--- src/hdl/llm_pkg.sv ---
// ----------------------------------------------------------------------------
// llm_pkg
// Shared widths, constants and the cosine table generator for the
// lat/lon to local metres converter.
// ----------------------------------------------------------------------------
`default_nettype none

package llm_pkg;

    localparam int LAT_W   = 31;
    localparam int LON_W   = 32;
    localparam int EAST_W  = 37;
    localparam int NORTH_W = 36;

    // quarter turn in units of 5e-8 degree, and half a turn
    localparam logic [30:0] QUARTER = 31'd1800000000;
    localparam logic [31:0] HALF    = 32'd3600000000;
    // floor(2^62 / QUARTER)
    localparam logic [31:0] RECIP_Q = 32'd2562047788;

    localparam logic [63:0] PI_Q62 = 64'hC90FDAA22168C235;

    // rounded divide by 160000000 = 2^11 * 78125
    localparam logic [57:0] DIV_HALF  = 58'd80000000;
    localparam int          DIV_SHIFT = 11;
    localparam logic [16:0] DIV_ODD   = 17'd78125;
    // floor(2^47 / 78125)
    localparam logic [30:0] DIV_RECIP = 31'd1801439850;

    localparam logic signed [57:0] LAT_BASE = 58'sd111132954 <<< 30;
    localparam logic signed [51:0] LAT_C2   = 52'sd559822;
    localparam logic signed [42:0] LAT_C4   = 43'sd1175;
    localparam logic signed [57:0] LON_C    = 58'sd111132950;

    localparam logic signed [31:0] Q30_ONE  = 32'sd1073741824;

    // Q62 product with 64-bit wrap
    function automatic logic [63:0] mul_q62(input logic [63:0] a, input logic [63:0] b);
        logic [127:0] p;
        p = {64'd0, a} * {64'd0, b};
        return p[125:62];
    endfunction

    // entry k of a quarter-wave cosine table of 2^bits steps, unsigned Q1.30
    function automatic logic [30:0] cos_entry(input int k, input int bits);
        logic [63:0] step;
        logic [63:0] x;
        logic [63:0] x2;
        logic [63:0] term;
        logic [63:0] sum;
        logic [63:0] rnd;
        step = PI_Q62 >> (bits + 1);
        x    = step * 64'(k);
        x2   = mul_q62(x, x);
        term = 64'd1 << 62;
        sum  = term;
        term = mul_q62(term, x2) / 64'd2;   sum = sum - term;
        term = mul_q62(term, x2) / 64'd12;  sum = sum + term;
        term = mul_q62(term, x2) / 64'd30;  sum = sum - term;
        term = mul_q62(term, x2) / 64'd56;  sum = sum + term;
        term = mul_q62(term, x2) / 64'd90;  sum = sum - term;
        term = mul_q62(term, x2) / 64'd132; sum = sum + term;
        term = mul_q62(term, x2) / 64'd182; sum = sum - term;
        term = mul_q62(term, x2) / 64'd240; sum = sum + term;
        term = mul_q62(term, x2) / 64'd306; sum = sum - term;
        term = mul_q62(term, x2) / 64'd380; sum = sum + term;
        term = mul_q62(term, x2) / 64'd462; sum = sum - term;
        term = mul_q62(term, x2) / 64'd552; sum = sum + term;
        rnd  = sum + (64'd1 << 31);
        if (sum[63])
        begin
            return 31'd0;
        end
        return rnd[62:32];
    endfunction

endpackage

`default_nettype wire

--- src/hdl/llm_div.sv ---
// ----------------------------------------------------------------------------
// llm_div
// Signed divide by 160000000, rounded half away from zero; five stages,
// reciprocal multiply in two partial products with one correction step.
// ----------------------------------------------------------------------------
`default_nettype none

module llm_div import llm_pkg::*;
(
    input  logic               clk,
    input  logic               en,
    input  logic signed [57:0] num,
    output logic signed [30:0] quo
);

    logic [57:0] mag_in;
    logic [57:0] mplus;
    assign mag_in = num[57] ? 58'(-num) : 58'(num);
    assign mplus  = mag_in + DIV_HALF;

    logic [46:0] x_1_reg, x_2_reg, x_3_reg, x_4_reg;
    logic        neg_1_reg, neg_2_reg, neg_3_reg, neg_4_reg;
    logic [53:0] ph_reg;
    logic [54:0] pl_reg;
    logic [30:0] q0_3_reg, q0_4_reg;
    logic [47:0] qm_reg;
    logic [30:0] quo_reg;

    logic [77:0] sum;
    assign sum = {ph_reg, 24'd0} + 78'(pl_reg);

    logic [47:0] rem;
    logic [30:0] q;
    assign rem = {1'b0, x_4_reg} - qm_reg;
    assign q   = (rem >= 48'(DIV_ODD)) ? q0_4_reg + 31'd1 : q0_4_reg;

    always_ff @(posedge clk)
    begin
        if (en)
        begin
            x_1_reg   <= mplus[57:DIV_SHIFT];
            neg_1_reg <= num[57];

            ph_reg    <= {31'd0, x_1_reg[46:24]} * {23'd0, DIV_RECIP};
            pl_reg    <= {31'd0, x_1_reg[23:0]} * {24'd0, DIV_RECIP};
            x_2_reg   <= x_1_reg;
            neg_2_reg <= neg_1_reg;

            q0_3_reg  <= sum[77:47];
            x_3_reg   <= x_2_reg;
            neg_3_reg <= neg_2_reg;

            qm_reg    <= {17'd0, q0_3_reg} * {31'd0, DIV_ODD};
            q0_4_reg  <= q0_3_reg;
            x_4_reg   <= x_3_reg;
            neg_4_reg <= neg_3_reg;

            quo_reg   <= neg_4_reg ? -q : q;
        end
    end

    assign quo = $signed(quo_reg);

endmodule

`default_nettype wire

--- config.mk ---
export PLATFORM = sky130hd
export DESIGN_NAME = llm_div
export DESIGN_NICKNAME = d
export VERILOG_FILES = /design/src/hdl/llm_pkg.sv /design/src/hdl/llm_div.sv
export SDC_FILE = /design/constraint.sdc
export NUM_CORES = 2
export LEC_CHECK = 0
export ABC_AREA = 1
export BUFFER_PORTS_ARGS = -buffer_cell sky130_fd_sc_hd__buf_2
export CAP_MARGIN = 5
export CORE_AREA = 2 2 314 316
export CTS_CLUSTER_SIZE = 10
export DETAILED_ROUTE_END_ITERATION = 7
export DIE_AREA = 0 0 316 318
export GPL_ROUTABILITY_DRIVEN = 0
export PLACE_DENSITY_LB_ADDON = 0.25
export RECOVER_POWER = 100
export SYNTH_ARGS = -nofsm -noshare
export SYNTH_HDL_FRONTEND = slang
export SYNTH_SLANG_ARGS = --single-unit
--- constraint.sdc ---
create_clock -name clk -period 6.3 [get_ports clk]
set_input_delay 0 -clock clk [delete_from_list [all_inputs] [get_ports clk]]
set_output_delay 0 -clock clk [all_outputs]
set_load 0.02 [all_outputs]
Yosys cells after proc, flatten, opt, wreduce, memory -nomap -nowiden --
Index checks and enable logic that the tools add are counted.
Storage, ports and cells: input port bits 60, output and inout port bits 31, word-level logic and storage cells 27, register bits 440
Cells by class: magnitude comparators 1, mux-type cells 3, add/sub/neg operators 6, $mul 3
Operators by type and width (number):
- $add 78x55->78 | 1
- $mux 31 | 2
- $add 58x27->58 const B | 1
- $mux 58 | 1
- $neg 58->58 | 1
- $mul 24x30->54 const B | 1
- $mul 23x30->53 const B | 1
- $ge 48x17->1 const B | 1
- $mul 31x17->48 const B | 1
- $sub 47x48->48 | 1
- $add 31x1->31 const B | 1
- $neg 31->31 | 1

Logic depth before layout (Yosys ltp) --
word-level depth 5, mapped depth 34

Least setup slack after synthesis --
Ideal clock, no wire load.
path kind register to register, from register x_1_reg[4], to register pl_reg[49] (data pin), path buffers 0, library setup time 260 ps, path slack -155 ps, required time 6040 ps, data arrival time 6195 ps, clock period less this slack 6455 ps, stages on the path, launching flop included 25, cell sequence edfxtp_1 -> fa_1 -> inv_1 -> fa_1 -> inv_1 -> fa_1 -> fa_1 -> fa_1 -> fa_1 -> inv_1 -> fa_1 -> inv_1 -> ha_1 -> nand2_1 -> nor2_1 -> inv_1 -> o21ai_0 -> nand2_1 -> o2111ai_1 -> a31oi_1 -> o31ai_1 -> nand3_1 -> o311ai_0 -> a31oi_1 -> xnor2_1
Between the ends: cells in the longest elaborated chain, start to end 1
Ends and longest elaborated chain:
- from (decl) | RTL line llm_div.sv:21 | logic [46:0] x_1_reg, x_2_reg, x_3_reg, x_4_reg;
- from (signal assigned) | RTL line llm_div.sv:41 | x_1_reg <= mplus[57:DIV_SHIFT];
- $mul 24x30->54 | RTL line llm_div.sv:45 | pl_reg <= {31'd0, x_1_reg[23:0]} * {24'd0, DIV_RECIP};
- to (signal assigned) | RTL line llm_div.sv:45
- to (decl) | RTL line llm_div.sv:24 | logic [54:0] pl_reg;
Every way passes these cells. A chain may end at the register's enable or synchronous reset.

Worst setup path after layout --
from register x_1_reg[1], to register pl_reg[51] (data pin)
The elaborated chain is that of the path after synthesis.

==> results.toml <==
[outcome]
status = "finished with violations"
violations = "max-capacitance violations, max-slew violations, negative setup slack"

[finish]
drive_above_1_share = 0.163
postLayoutCoreUtil = 0.694
largest_reg_flops = 51
syn2layout_area_growth_pct = 16.5
nNetsFinal = 8836

[critical_path]
worstReg2RegEnd = "pl_reg[51]$_DFFE_PP_"
crit_start = "x_1_reg[1]$_DFFE_PP_"
arrival_ns = 6.98
criticalPathCategory = "register to register"
crit_path_end_kind = "register"
max_stage_delay_ns = 0.56
cpMaxStageDelayCell = "fa_1"
cp-endpoint = "pl_reg[51]$_DFFE_PP_"
required_ns = 6.66
worstSetupStartpointType = "register"
reg2reg_from = "x_1_reg[1]$_DFFE_PP_"
reg2reg_slack_ns = -0.32
worstRegToRegCells = 27
cpMostUsedCell = "fa_1"
worst-path-max-fanout = 3

[grt]
gr-max-usage-layer = "met2"
grt_use_total = 0.330
grt-ovfl-total = 0
met2_usage = 0.533
grt_max_degree = 147
grt_pass1_wl_mm = 254
grt.met1_usage = 0.413
antenna_found_initial = 8
grt_pass1_vias = 47700
use_met3 = 0.0940

[drt]
drtPass1Iterations = 7
via_count = 46500
drt-total-wl_mm = 165
vias_per_cell = 5.45
drc = 0
initialDrtViolationCount = 3792
avgRoutedWirePerCell_um = 19.3
ant_nets = 0

[clock_tree]
clock_latency_ns = 0.64
path_clk_slew_ns = 0.06
cts_tree = "yes"
cts_buffers = 52
clkSinkCount = 412
clockBufferDepth = 3
clockRootBuffer = "clkbuf_16"
htree_levels = 2

[yosys]
syn_area_mm2 = 0.0580
synth_top_area_frac = 0.251
synth_most_common_cell = "inv_1"
synth_nets = 8117
avgSynthCellArea_um2 = 8.93
synth_top_area_cell = "fa_1"
ys_dominant_reg_cell = "edfxtp_1"
ys_ff_latch = 412
netlist_instances = 6495
synthTopCellsByArea = "fa_1 (25%), edfxtp_1 (21%), ha_1 (18%)"
seq_area_frac_synth = 0.213
synth_warnings = 0
synthDistinctLibCells = 57
synth-edff-count = 412
async_flop_share = 0
synthTopCellsByCount = "inv_1 (1688), nand2_1 (1064), ha_1 (836)"

[floorplanning]
fp-row-count = 115
die_y_um = 318
core_area_mm2 = 0.0974
die_w_um = 316
start_util = 0.596
ioPinCount = 91
die_area_mm2 = 0.100

[timing]
clock_skew_ns = 0.0365
rsz0062_at_grt = "true"
hold_viol_final = 0
finalSetupViolCount = 19
finalMaxSlewViolations = 42
maxSlewHeadroom = -0.105
setup_ws_ns = -0.325
min_period_ns = 6.62
min_period_over_period = 1.05
tightestPinTransition_ns = 1.66
fmax_mhz = 151

[placement]
dpl.hpwl_mm = 138
port_buffers = 90

[worst_hold_path]
min_path_cells = 4
hold_start = "num[14]"
hold_class = "input port to register"

[flow_run]
maxCapViolations = 1
per-layer routing:
layer  routed length, um  share of wire
met5                   0              0
met4                8760          0.053
met3               16200          0.098
met2               76100           0.46
met1               63900           0.39
worst max-delay path: cells and delay by family, from the launching register on:
kind | cells | cell delay [ns]
xor+xnor | 1 | 0.07
simple gates | 6 | 0.75
flops | 1 | 0.40
fa+ha+maj | 8 | 3.98
compound gates | 3 | 0.40
buf+inv | 9 | 0.76
layout by cell type (no fill, tap or decap), types with 9 or more instances in the layout:
cell,Yosys,layout
inv_1,1688,1644
nand2_1,1064,1043
ha_1,836,776
fa_1,726,686
buf_4,0,535
edfxtp_1,412,412
nor2_1,422,398
a21oi_1,251,206
xor2_1,203,198
nand3_1,183,179
buf_2,2,88
xnor2_1,83,83
o21ai_0,105,79
inv_2,31,75
nand4_1,72,72
nand2_2,44,59
nor2_2,38,57
nor3_1,55,54
clkbuf_16,0,54
ha_4,0,50
a21oi_2,3,41
fa_2,0,40
a31oi_1,39,33
dlygate4sd3_1,0,30
o21ai_1,11,25
buf_6,4,22
nor4_1,25,21
nor2_4,14,19
nand3_2,14,18
o21ai_2,5,17
nand2_4,11,17
clkbuf_1,11,15
o21bai_1,16,14
or2_2,14,14
o21a_1,14,14
a21o_1,14,13
nand3b_1,11,11
ha_2,0,10
o211ai_1,9,9
worst min path at each step:
stage | to
finish | x_1_reg[3]$_DFFE_PP_
CTS | x_1_reg[3]$_DFFE_PP_
global placement | x_3_reg[41]$_DFFE_PP_
floorplan | neg_1_reg$_DFFE_PP_
detailed placement | x_3_reg[32]$_DFFE_PP_
global route | x_1_reg[14]$_DFFE_PP_
area by class of cell:
type,count,area (um2)
Sequential cell,412,12400
Fill cell,7235,29800
Inverter,1722,6460
Antenna cell,7,17.5
Clock inverter,14,116
Timing Repair Buffer,685,5100
Tap cell,1287,1610
Multi-Input combinational cell,4341,40500
Clock buffer,63,1390
timing repair:
item / 4_1_cts / 5_1_grt
pin swaps: 88 / 142
endpoints found under the hold margin: 112 / 0
endpoints found under the setup margin: 40 / 55
hold buffers: 30 / 0
setup buffers: 48 / 57
gates resized for setup: 131 / 231
cells by family after synthesis:
kind of cell,synth area share
xor gates and xnor gates,0.0432
adders and majority gates,0.431
DFF,0.213
and+or+nand+nor,0.149
AOI/OAI and AO/OA,0.0507
buffers and inverters,0.114
per-stage QoR:
stage | hold slack, ns | worst slack, ns | cell area [um2] | TNS, ns | instances
finish | 0.0456 | -0.325 | 67600 | -3.32 | 8531
detailed placement | 0.405 | -0.305 | 63500 | -6.87 | 8315
CTS | 0.00848 | -0.0701 | 66300 | -0.104 | 8470
global placement | 0.401 | -0.217 | 63500 | -2.08 | 8315
global route | 0.0828 | -0.546 | 67600 | -9.30 | 8527
floorplan | 0.0989 | 0.00328 | 58100 | 0 | 6495
Power is left out: the tool's default activity adds up to more than one toggle a clock period on the data nets, which glitch-free logic cannot reach.
